==> config.mk <==
export PLATFORM = sky130hd
export DESIGN_NAME = pulse_width_capture_flat
export DESIGN_NICKNAME = d
export VERILOG_FILES = /design/src/hdl/pwc_pkg.sv /design/src/hdl/pwc_if.sv /design/src/hdl/pulse_width_capture.sv /design/src/hdl/pwc_out_reg.sv /design/src/flat_wrapper.sv
export SDC_FILE = /design/constraint.sdc
export NUM_CORES = 1
export LEC_CHECK = 0
export ABC_CLOCK_PERIOD_IN_PS = 4200
export BUFFER_PORTS_ARGS = -buffer_cell sky130_fd_sc_hd__buf_4
export CAP_MARGIN = 15
export CORE_MARGIN = 2
export CORE_UTILIZATION = 40
export DETAILED_ROUTE_END_ITERATION = 6
export PLACE_DENSITY = 0.62
export SYNTH_ARGS = -nofsm -noshare
export SYNTH_HDL_FRONTEND = slang
export SYNTH_SLANG_ARGS = --single-unit
==> constraint.sdc <==
create_clock -name clk -period 4.2 [get_ports clk]
set_clock_uncertainty 0.1 [all_clocks]
set_input_delay 0.63 -clock clk [delete_from_list [all_inputs] [get_ports clk]]
set_output_delay 0.63 -clock clk [all_outputs]
set_load 0.02 [all_outputs]
==> src/hdl/pwc_pkg.sv <==
// ----------------------------------------------------------------------------
// pwc_pkg - shared types and constants for the pulse width capture block
// Phase codes, register indexes, reset values and the item/result records.
// ----------------------------------------------------------------------------
package pwc_pkg;

  // Measurement phases
  typedef enum logic [2:0] {
    PH_IDLE   = 3'd0,
    PH_SKIP_H = 3'd1,
    PH_SKIP_L = 3'd2,
    PH_MEAS_H = 3'd3,
    PH_MEAS_L = 3'd4
  } phase_t;

  // Configuration port geometry
  localparam int CFG_INDEX_W = 2;
  localparam int CFG_DATA_W  = 16;
  localparam int WIDTH_W     = 16;

  // Register indexes
  localparam logic [CFG_INDEX_W-1:0] REG_SPEED_TIMEOUT    = 2'd0;
  localparam logic [CFG_INDEX_W-1:0] REG_INJ_HIGH_TIMEOUT = 2'd1;
  localparam logic [CFG_INDEX_W-1:0] REG_INJ_LOW_TIMEOUT  = 2'd2;

  // Register reset values, in 8 us ticks
  localparam logic [CFG_DATA_W-1:0] SPEED_TIMEOUT_RST    = 16'd5000;
  localparam logic [CFG_DATA_W-1:0] INJ_HIGH_TIMEOUT_RST = 16'd4000;
  localparam logic [CFG_DATA_W-1:0] INJ_LOW_TIMEOUT_RST  = 16'd15000;

  // Item kinds and channel codes
  localparam logic KIND_TICK     = 1'b0;
  localparam logic KIND_START    = 1'b1;
  localparam logic CHAN_SPEED    = 1'b0;
  localparam logic CHAN_INJECTOR = 1'b1;

  // Largest reportable width
  localparam logic [WIDTH_W-1:0] WIDTH_SAT = 16'hFFFF;

  typedef struct packed {
    logic kind;
    logic channel;
    logic speed_level;
    logic injector_level;
  } item_t;

  typedef struct packed {
    logic               measured_channel;
    logic [WIDTH_W-1:0] high_width;
    logic [WIDTH_W-1:0] low_width;
  } result_t;

endpackage

==> src/hdl/pwc_if.sv <==
// ----------------------------------------------------------------------------
// pwc_if - stream interfaces of the pulse width capture block
// Valid/ready channels for input items and for measurement results.
// ----------------------------------------------------------------------------

// Input items: timer ticks with sampled levels, or start commands
interface pwc_item_if;
  logic valid;
  logic ready;
  logic kind;
  logic channel;
  logic speed_level;
  logic injector_level;

  modport source (output valid, output kind, output channel, output speed_level,
                  output injector_level, input ready);
  modport sink   (input valid, input kind, input channel, input speed_level,
                  input injector_level, output ready);
endinterface

// Results: one per finished measurement
interface pwc_result_if;
  logic        valid;
  logic        ready;
  logic        measured_channel;
  logic [15:0] high_width;
  logic [15:0] low_width;

  modport source (output valid, output measured_channel, output high_width,
                  output low_width, input ready);
  modport sink   (input valid, input measured_channel, input high_width,
                  input low_width, output ready);
endinterface

==> src/hdl/pulse_width_capture.sv <==
// ----------------------------------------------------------------------------
// pulse_width_capture - pulse width measurement with timeout
// Measures high and low widths of the speed or injector input in timer ticks.
// ----------------------------------------------------------------------------
// Path: the tick transaction that ends the last phase passes the input
//   register, then the phase logic into the output register.
// Throughput: one item per cycle; the only stall is a result held in the
//   output register while the downstream side is not ready.
// Reset (rst, synchronous): phase idle, counters cleared, timeouts to defaults.
module pulse_width_capture #(
  parameter int COUNT_WIDTH = 16
) (
  input  logic                               clk,
  input  logic                               rst,
  pwc_item_if.sink                           item,
  pwc_result_if.source                       result,
  input  logic                               cfg_we,
  input  logic [pwc_pkg::CFG_INDEX_W-1:0]    cfg_index,
  input  logic [pwc_pkg::CFG_DATA_W-1:0]     cfg_data
);

  localparam int CMP_W = (COUNT_WIDTH > pwc_pkg::WIDTH_W) ? COUNT_WIDTH : pwc_pkg::WIDTH_W;
  localparam logic [COUNT_WIDTH-1:0] COUNT_MAX = '1;

  // Configuration registers
  logic [pwc_pkg::CFG_DATA_W-1:0] speed_timeout;
  logic [pwc_pkg::CFG_DATA_W-1:0] injector_high_timeout;
  logic [pwc_pkg::CFG_DATA_W-1:0] injector_low_timeout;

  // Input stage
  logic           s1_valid;
  pwc_pkg::item_t s1_item;
  logic           s1_fire;
  logic           out_space;

  // Measurement state
  pwc_pkg::phase_t          phase, phase_next;
  logic                     active_channel, active_channel_next;
  logic [COUNT_WIDTH-1:0]   tick_count, tick_count_next;
  logic [pwc_pkg::WIDTH_W-1:0] captured_width, captured_width_next;

  // Phase datapath
  logic                        phase_live;
  logic                        high_phase;
  logic                        level;
  logic                        level_match;
  logic [pwc_pkg::CFG_DATA_W-1:0] timeout;
  logic [COUNT_WIDTH-1:0]      count_inc;
  logic [COUNT_WIDTH-1:0]      width_cnt;
  logic [CMP_W-1:0]            width_ext;
  logic [pwc_pkg::WIDTH_W-1:0] width;
  logic                        phase_done;
  logic                        is_tick;

  // Result
  logic             res_load;
  pwc_pkg::result_t res_data;

  // Configuration writes; out-of-range index is dropped
  always_ff @(posedge clk) begin
    if (rst) begin
      speed_timeout         <= pwc_pkg::SPEED_TIMEOUT_RST;
      injector_high_timeout <= pwc_pkg::INJ_HIGH_TIMEOUT_RST;
      injector_low_timeout  <= pwc_pkg::INJ_LOW_TIMEOUT_RST;
    end else if (cfg_we) begin
      unique case (cfg_index)
        pwc_pkg::REG_SPEED_TIMEOUT:    speed_timeout         <= cfg_data;
        pwc_pkg::REG_INJ_HIGH_TIMEOUT: injector_high_timeout <= cfg_data;
        pwc_pkg::REG_INJ_LOW_TIMEOUT:  injector_low_timeout  <= cfg_data;
        default: ;
      endcase
    end
  end

  // Input register
  assign s1_fire    = s1_valid && out_space;
  assign item.ready = !s1_valid || s1_fire;

  always_ff @(posedge clk) begin
    if (rst) begin
      s1_valid <= 1'b0;
    end else if (item.ready) begin
      s1_valid <= item.valid;
    end
  end

  always_ff @(posedge clk) begin
    if (item.valid && item.ready) begin
      s1_item <= '{kind: item.kind, channel: item.channel,
                   speed_level: item.speed_level, injector_level: item.injector_level};
    end
  end

  // Phase decode
  always_comb begin
    unique case (phase)
      pwc_pkg::PH_SKIP_H, pwc_pkg::PH_SKIP_L,
      pwc_pkg::PH_MEAS_H, pwc_pkg::PH_MEAS_L: phase_live = 1'b1;
      default:                                phase_live = 1'b0;
    endcase
  end

  assign high_phase = (phase == pwc_pkg::PH_SKIP_H) || (phase == pwc_pkg::PH_MEAS_H);
  assign level      = (active_channel == pwc_pkg::CHAN_INJECTOR) ? s1_item.injector_level
                                                                 : s1_item.speed_level;
  assign level_match = (level == high_phase);
  assign timeout    = (active_channel == pwc_pkg::CHAN_SPEED) ? speed_timeout :
                      high_phase ? injector_high_timeout : injector_low_timeout;

  // Saturating tick count and end-of-phase test
  assign count_inc  = (tick_count != COUNT_MAX) ? tick_count + 1'b1 : tick_count;
  assign phase_done = !level_match
                   || (CMP_W'(count_inc) > CMP_W'(timeout))
                   || (count_inc == COUNT_MAX);
  assign width_cnt  = level_match ? count_inc : tick_count;
  assign width_ext  = CMP_W'(width_cnt);
  assign width      = (width_ext > CMP_W'(pwc_pkg::WIDTH_SAT)) ? pwc_pkg::WIDTH_SAT
                                                              : width_ext[pwc_pkg::WIDTH_W-1:0];
  assign is_tick    = (s1_item.kind == pwc_pkg::KIND_TICK);

  // Next state
  always_comb begin
    phase_next          = phase;
    active_channel_next = active_channel;
    tick_count_next     = tick_count;
    captured_width_next = captured_width;
    if (s1_fire) begin
      if (!is_tick) begin
        // start is ignored while a measurement runs
        if (!phase_live) begin
          phase_next          = pwc_pkg::PH_SKIP_H;
          active_channel_next = s1_item.channel;
          tick_count_next     = '0;
          captured_width_next = '0;
        end
      end else if (!phase_live) begin
        phase_next = pwc_pkg::PH_IDLE;
      end else if (!phase_done) begin
        tick_count_next = count_inc;
      end else begin
        tick_count_next = '0;
        unique case (phase)
          pwc_pkg::PH_SKIP_H: begin
            phase_next = (active_channel == pwc_pkg::CHAN_SPEED) ? pwc_pkg::PH_MEAS_L
                                                                 : pwc_pkg::PH_SKIP_L;
          end
          pwc_pkg::PH_SKIP_L: begin
            phase_next = pwc_pkg::PH_MEAS_H;
          end
          pwc_pkg::PH_MEAS_H: begin
            if (active_channel == pwc_pkg::CHAN_SPEED) begin
              phase_next = pwc_pkg::PH_IDLE;
            end else begin
              captured_width_next = width;
              phase_next          = pwc_pkg::PH_MEAS_L;
            end
          end
          pwc_pkg::PH_MEAS_L: begin
            if (active_channel == pwc_pkg::CHAN_SPEED) begin
              captured_width_next = width;
              phase_next          = pwc_pkg::PH_MEAS_H;
            end else begin
              phase_next = pwc_pkg::PH_IDLE;
            end
          end
          default: phase_next = pwc_pkg::PH_IDLE;
        endcase
      end
    end
  end

  // Result on the end of the final phase
  always_comb begin
    res_load = s1_fire && is_tick && phase_live && phase_done &&
               (((phase == pwc_pkg::PH_MEAS_H) && (active_channel == pwc_pkg::CHAN_SPEED)) ||
                ((phase == pwc_pkg::PH_MEAS_L) && (active_channel == pwc_pkg::CHAN_INJECTOR)));
    res_data.measured_channel = active_channel;
    if (active_channel == pwc_pkg::CHAN_SPEED) begin
      res_data.high_width = width;
      res_data.low_width  = captured_width;
    end else begin
      res_data.high_width = captured_width;
      res_data.low_width  = width;
    end
  end

  // State registers
  always_ff @(posedge clk) begin
    if (rst) begin
      phase          <= pwc_pkg::PH_IDLE;
      active_channel <= pwc_pkg::CHAN_SPEED;
      tick_count     <= '0;
      captured_width <= '0;
    end else begin
      phase          <= phase_next;
      active_channel <= active_channel_next;
      tick_count     <= tick_count_next;
      captured_width <= captured_width_next;
    end
  end

  // Output register
  pwc_out_reg u_out_reg (
    .clk    (clk),
    .rst    (rst),
    .load   (res_load),
    .data   (res_data),
    .space  (out_space),
    .result (result)
  );

endmodule

==> src/hdl/pwc_out_reg.sv <==
// ----------------------------------------------------------------------------
// pwc_out_reg - result output register
// Holds one finished result until the downstream side takes the transaction.
// ----------------------------------------------------------------------------
module pwc_out_reg (
  input  logic             clk,
  input  logic             rst,
  input  logic             load,
  input  pwc_pkg::result_t data,
  output logic             space,
  pwc_result_if.source     result
);

  logic             valid_q;
  pwc_pkg::result_t data_q;

  // Room for a new result when empty or when the current one leaves now
  assign space = !valid_q || result.ready;

  // Valid flag
  always_ff @(posedge clk) begin
    if (rst) begin
      valid_q <= 1'b0;
    end else if (load) begin
      valid_q <= 1'b1;
    end else if (result.ready) begin
      valid_q <= 1'b0;
    end
  end

  // Payload
  always_ff @(posedge clk) begin
    if (load) begin
      data_q <= data;
    end
  end

  assign result.valid            = valid_q;
  assign result.measured_channel = data_q.measured_channel;
  assign result.high_width       = data_q.high_width;
  assign result.low_width        = data_q.low_width;

endmodule

==> src/flat_wrapper.sv <==
// flat-port wrapper written by rule: the top's interface ports become plain ports
module pulse_width_capture_flat 
#(
  parameter int COUNT_WIDTH = 16
)
  (clk, rst, cfg_we, cfg_index, cfg_data, item_valid, item_kind, item_channel, item_speed_level, item_injector_level, item_ready, result_valid, result_measured_channel, result_high_width, result_low_width, result_ready);
  pwc_item_if item_i ();
  pwc_result_if result_i ();
  input  logic clk;
  input  logic rst;
  input  logic cfg_we;
  input  logic [pwc_pkg::CFG_INDEX_W-1:0] cfg_index;
  input  logic [pwc_pkg::CFG_DATA_W-1:0] cfg_data;
  input wire logic [$bits(item_i.valid)-1:0] item_valid;
  input wire logic [$bits(item_i.kind)-1:0] item_kind;
  input wire logic [$bits(item_i.channel)-1:0] item_channel;
  input wire logic [$bits(item_i.speed_level)-1:0] item_speed_level;
  input wire logic [$bits(item_i.injector_level)-1:0] item_injector_level;
  output wire logic [$bits(item_i.ready)-1:0] item_ready;
  output wire logic [$bits(result_i.valid)-1:0] result_valid;
  output wire logic [$bits(result_i.measured_channel)-1:0] result_measured_channel;
  output wire logic [$bits(result_i.high_width)-1:0] result_high_width;
  output wire logic [$bits(result_i.low_width)-1:0] result_low_width;
  input wire logic [$bits(result_i.ready)-1:0] result_ready;
  assign item_i.valid = item_valid;
  assign item_i.kind = item_kind;
  assign item_i.channel = item_channel;
  assign item_i.speed_level = item_speed_level;
  assign item_i.injector_level = item_injector_level;
  assign item_ready = item_i.ready;
  assign result_valid = result_i.valid;
  assign result_measured_channel = result_i.measured_channel;
  assign result_high_width = result_i.high_width;
  assign result_low_width = result_i.low_width;
  assign result_i.ready = result_ready;
  pulse_width_capture #(.COUNT_WIDTH(COUNT_WIDTH)) u_core (.clk(clk), .rst(rst), .item(item_i), .result(result_i), .cfg_we(cfg_we), .cfg_index(cfg_index), .cfg_data(cfg_data));
endmodule
# Yosys cells after proc, flatten, opt, wreduce, memory -nomap -nowiden
# Cells that the tools add are included.
[totals] in_bits=27 elab_cells=93 regBits=123
[op_classes] n_eq_ne=13 n_bitwise=3 mux=28 n_lt_le_gt_ge=2 reduce_logical=30 addsub=1
[op_table] operator="16-bit 2-to-1 mux" n=14
[op_table] operator="32-bit 2-to-1 mux" n=1
[op_table] operator="16-bit one-hot mux with 2 select lines" n=1
[op_table] operator="3-bit 2-to-1 mux" n=6
[op_table] operator="16-bit by 1-bit adder with 16-bit output, second input constant" n=1
[op_table] operator="16-bit equality test, second input constant" n=1
[op_table] operator="16-bit > comparator" n=1
[op_table] operator="16-bit > comparator, second input constant" n=1
[op_table] operator="16-bit != test, second input constant" n=1
[op_table] operator="3-bit one-hot mux with 4 select lines" n=1
[op_table] operator="3-bit AND reduction" n=3
[op_table] operator="1-bit logical AND" n=8
[op_table] operator="7-bit AND reduction" n=1
[op_table] operator="3-bit by 2-bit equality test with 1-bit output, second input constant" n=2
[op_table] operator="1-bit logical OR" n=6
[op_table] operator="2-bit AND reduction" n=3
[op_table] operator="2-bit nonzero test" n=3
[op_table] operator="1-bit 2-to-1 mux" n=4
[op_table] operator="2-bit != test, second input constant" n=2
[op_table] operator="4-bit OR reduction" n=1
[op_table] operator="3-bit by 1-bit equality test with 1-bit output, second input constant" n=1
[op_table] operator="3-bit equality test, second input constant" n=1
[op_table] operator="1-bit logical NOT" n=3
[op_table] operator="3-bit by 1-bit != test with 1-bit output, second input constant" n=1
[op_table] operator="8 further kinds" n=10

# Logic depth before layout (Yosys ltp)
[logic_depth] ltp_word=11 mapped_depth=18

# By module
# Synthesis repeated with hierarchy kept, for this count alone.
[hier_totals] cells_unflattened=699 hier_area_um2=6364.9
[modules_own_cells] module="pulse_width_capture" seq_area_each_um2=1821.7 area_per_inst_um2=5327.6 cells_each=662 n_inst=1
[modules_own_cells] module="pwc_out_reg" seq_area_each_um2=1011.0 area_per_inst_um2=1037.2 cells_each=37 n_inst=1

# Least setup slack after synthesis
# Ideal clock, no wire load.
[synth_timing] path_kind="reg2reg" start="register u_core.tick_count[1]" end="register u_core.u_out_reg.data_q, in the netlist u_core.u_out_reg.result.high_width[0] (enable)" period_less_slack_ps=4176 slack_ps=24 path_stages_with_launch=18 t_arrival_ps=3689 setup_time_ps=388 path_cell_list="dfxtp_1 -> ha_1 -> buf_2 -> nand4_2 -> nor4_2 -> nor2_1 -> nand3_1 -> xnor2_1 -> ha_1 -> nand2_1 -> o211ai_1 -> a31o_2 -> a211oi_1 -> a211oi_2 -> or2_1 -> buf_4 -> nand2_1 -> inv_1"
[synth_via] elab_chain_cells=7 word_cells_on_any_way=9
[synth_lines] item="start, declared" line_no="pulse_width_capture.sv:39" source="logic [COUNT_WIDTH-1:0] tick_count, tick_count_next;"
[synth_lines] item="start signal, assigned" line_no="pulse_width_capture.sv:197" source="tick_count <= tick_count_next;"
[synth_lines] item="16-bit by 1-bit adder with 16-bit output / 16-bit != test (equally long branches)" line_no="pulse_width_capture.sv:111" source="assign count_inc = (tick_count != COUNT_MAX) ? tick_count + 1'b1 : tick_count;"
[synth_lines] item="16-bit 2-to-1 mux (*)" line_no="pulse_width_capture.sv:111"
[synth_lines] item="16-bit > comparator" line_no="pulse_width_capture.sv:113" source="|| (CMP_W'(count_inc) > CMP_W'(timeout))"
[synth_lines] item="1-bit logical OR" line_no="pulse_width_capture.sv:113"
[synth_lines] item="1-bit logical OR (*)" line_no="pulse_width_capture.sv:114" source="|| (count_inc == COUNT_MAX);"
[synth_lines] item="1-bit logical AND (*) (2 in series)" line_no="pulse_width_capture.sv:174" source="res_load = s1_fire && is_tick && phase_live && phase_done &&"
[synth_lines] item="net u_core.res_load" line_no="pulse_width_capture.sv:56" source="logic res_load;"
[synth_lines] item="end signal, assigned" line_no="pwc_out_reg.sv:34" source="data_q <= data;"
[synth_lines] item="end, declared" line_no="pwc_out_reg.sv:15" source="pwc_pkg::result_t data_q;"
# Mark *: on every way through the listed nets, which the timed path passes. The rest lies on a longest branch.
# A chain may end at the register's enable or synchronous reset.

# Final worst setup path
[layout_timing] start="register u_core.tick_count[0]" end="register u_core.u_out_reg.data_q, in the netlist u_core.u_out_reg.result.high_width[13] (enable)"
# The elaborated chain is that of the path after synthesis.

==> metrics.md <==
| Metric | Value |
|---|---|
| Critical path capture point type | register |
| Final Core Density | 49.2% |
| IO Pins | 62 |
| Highest-delay cell along the critical path | dfxtp_2 |
| Later-pin clock latency in the skew report | 420 ps |
| Status | finished, final reports clean |
| Synth Cell Area | around 6400 µm² |
| Post-synth top cells | 179 x nand2_1, 86 x dfxtp_1, 67 x a21oi_1 |
| Syn_area_per_cell | between 8 and 9 µm² |
| Post-Synthesis Cells | between 700 and 800 |
| Ranking of synthesized cells by area | dfxtp_1 27%, edfxtp_1 17%, nand2_1 10% |
| Via count of the first global-routing pass | roughly 5200 |
| Seq/Total Area, Yosys | 44.3% |
| Buf+Inv Stages, Crit Path | 3 |
| Total clock buffers created by CTS | 17 |
| H-tree depth | 4 |
| Routed WL per cell | about 15 µm |
| Area grow syn2layout | 21.3% |
| Starting Density | 40.6% |
| Crit-path cells | ha_2 -> nand4_2 -> nor4_2 -> buf_4 -> or3_1 -> a21boi_0 -> ha_1 -> a21o_1 -> a211o_1 -> a31oi_1 -> a211oi_2 -> or2_1 -> nand2_1 -> inv_1 -> buf_12 |
| Hold crit path type | input port to register |
| Hold Fails Final Rpt | 0 |
| Nets | 850 |
| Startpoint Class | register |
| Max-slew violations | 0 |
| Layout cells sized above 1 | between 10% and 20% |
| Post-DRT Antenna Nets | 0 |
| Global-route wire length before repair | about 26 mm |
| Placer congestion estimate | between 0.9 and 1 |
| CP required | between 4000 and 5000 ps |
| Critical path type | register to register |
| Hold path depth | 1 |
| DRC | 0 |
| HPWL Detailed | 11.0 mm |
| Vias/cell | about 5.3 |
| Grt ovf | 0 |
| P per Cell Area | ~380 nW/µm² |
| DRT Pass-1 Iters | 4 |
| Worst-case vdd ir drop | approximately 0.38 mV |
| Syn_nets | a little under 800 |
| Core area | 15800 µm² |
| Synth area leader | dfxtp_1 |
| Number of synthesized register bits | ~120 |
| Row count | 46 |
| Fillers | 1530 |
| TritonCTS Sinks | 123 |
| GRT Total Usage | roughly 19% |
| Hold_buf cts | 0 |
| Final Power | between 2 and 3 mW |
| PortBufs | between 60 and 70 |
| Library cells used by synthesis | between 60 and 70 |
| Final period util | between 90 and 100% |
| Yosys top cell area share | a little over a quarter |
| Arrival time worst endpoint | ~4000 ps |
| Post-synth top flop | dfxtp_1 |
| Total Wirelength | 15.6 mm |
| Clock Tree Buf Depth | 2 |
| Root buffer selected by CTS | clkbuf_16 |
| Setup violations, final | 0 |
| Number of max-cap violations | 0 |
| Number of synthesized flops with an enable pin | 37 |
| Crit path max fanout | 33 |
| Final min period | roughly 4000 ps |
| Maximum clock rate | about 250 MHz |
| CTS tree | built |
| Most instantiated library cell after synthesis | nand2_1 |
| Largest stage delay, worst path | ~400 ps |
| Ys async rst share | 0% |
| Die width | between 100 and 150 µm |
| Antenna diode count | 0 |
| Largest net degree at the start of global routing | between 70 and 80 |
| DP Cell Count | 1002 |
| Iter 0 DRT Violations | about 300 |
| Max-slew headroom | between 50% and 60% |
| YS warnings | 0 |
| Pleak | 2.93 nW |
| Via total after detailed routing | around 5500 |
| Initial antenna violation count | 0 |
| Non-filler cells, final | approximately 1000 |
| Reg2reg path depth | 15 |
| Die ar. | between 15000 and 20000 µm² |
| Worst-Margin Slew | approximately 730 ps |
| Crit path depth | 15 |
| Worst-path clk slew | 60 ps |
| Die height | around 130 µm |
| CP delay by family, top | compound AO/OA/AOI/OAI gates |
[layout make-up]
class | instances | area (µm²) | area share, %
clock buffers | 24 | 472 | 6.07
clock inverters | 8 | 116 | 1.50
inverters | 19 | 71.3 | 0.918
multi-input cells | 549 | 3250 | 41.9
flip-flops and latches | 123 | 2840 | 36.5
well taps | 216 | 270 | 3.48
repair buffers | 96 | 746 | 9.60
[report_power, final]
group	internal, mW	leakage [nW]	total, mW	switching [mW]
Sequential	1.25	1.05	1.26	0.0176
Combinational	0.0926	1.59	0.233	0.140
Clock	0.959	0.286	1.46	0.505
Total	2.30	2.93	2.96	0.663
[sequential cells by signal, indices dropped and copies added (netlist names)]
name                                      count
u_core.captured_width                        16
u_core.active_channel                         1
u_core.speed_timeout                         16
u_core.injector_high_timeout                 16
u_core.injector_low_timeout                  16
u_core.tick_count                            16
u_core.u_out_reg.result.high_width           16
u_core.s1_item                                4
u_core.u_out_reg.result.valid                 1
u_core.u_out_reg.result.low_width            16
u_core.s1_valid                               1
u_core.phase                                  3
u_core.u_out_reg.result.measured_channel      1
[layer usage]
| metal | up-vias | wire length (µm) | GRT usage (%) |
|---|---|---|---|
| li1 | 2725 | - | - |
| met1 | 2609 | 6930 | 24.5 |
| met2 | 159 | 7510 | 32.3 |
| met3 | 17 | 852 | 4.72 |
| met4 | 0 | 287 | 6.63 |
| met5 | - | 0 | 0 |
[what timing repair did]
item                       in CTS  in global routing
gates resized for setup         0                  3
buffers inserted                0                  0
setup endpoints to repair       0                 68
[placed cells by master (no fill, tap or decap), drive strengths merged, types with 3 or more instances in the layout]
cell,synthesis,final
xor2,6,6
nand3,35,35
or2,3,3
and4,4,4
clkbuf,33,24
xnor2,18,18
o21ai,34,34
a31oi,11,11
bufinv,0,3
a21oi,67,67
ha,17,17
nor2b,4,4
nor2,40,40
mux2,7,7
clkinv,0,4
o211ai,6,6
dfxtp,86,86
a32o,4,4
buf,22,96
nor3,8,8
o41ai,4,4
and3,4,4
nand2,180,180
nor4,8,8
nand4,12,12
and2,4,4
inv,19,19
nand2b,4,4
edfxtp,37,37
a211oi,3,3
nand3b,21,21
mux2i,19,19
[logic make-up (layout without fill, tap and decap cells)]
logic type               after synthesis  after routing  synth area share, %
AND/OR/NAND/NOR                      337            337                 25.2
adder cells (fa/ha/maj)               17             17                 3.32
flip-flops                           123            123                 44.3
AO/OA/AOI/OAI                        145            145                 14.7
XOR/XNOR                              24             24                 3.28
buffers and inverters                 74            147                 4.97
multiplexers                          26             26                 4.20
[through the flow]
| step | hold slack, ps | setup slack, ps | instance area [µm²] | TNS [ps] |
|---|---|---|---|---|
| after floorplan | 332 | 23.6 | 6400 | 0 |
| after global placement | 340 | 159 | 7160 | 0 |
| after detailed placement | 345 | 105 | 7160 | 0 |
| after CTS | 269 | 69.1 | 7750 | 0 |
| after global routing | 272 | -17.8 | 7760 | -85.4 |
| final | 287 | 221 | 7760 | 0 |
[path summary, 6_finish.rpt]
check / startpoint / to / slack (ps)
worst min register to register: u_core.speed_timeout[11]$_SDFFE_PP0P_ / u_core.speed_timeout[11]$_SDFFE_PP0P_ / 350
worst max-delay path: u_core.tick_count[0]$_SDFFE_PP0P_ / u_core.u_out_reg.result.high_width[13]$_DFFE_PP_ / 220
worst max register to register: u_core.tick_count[0]$_SDFFE_PP0P_ / u_core.u_out_reg.result.high_width[13]$_DFFE_PP_ / 220
worst min-delay path: item_kind / u_core.s1_item[3]$_DFFE_PP_ / 290
No activity file was read; power rests on OpenSTA's default activity.
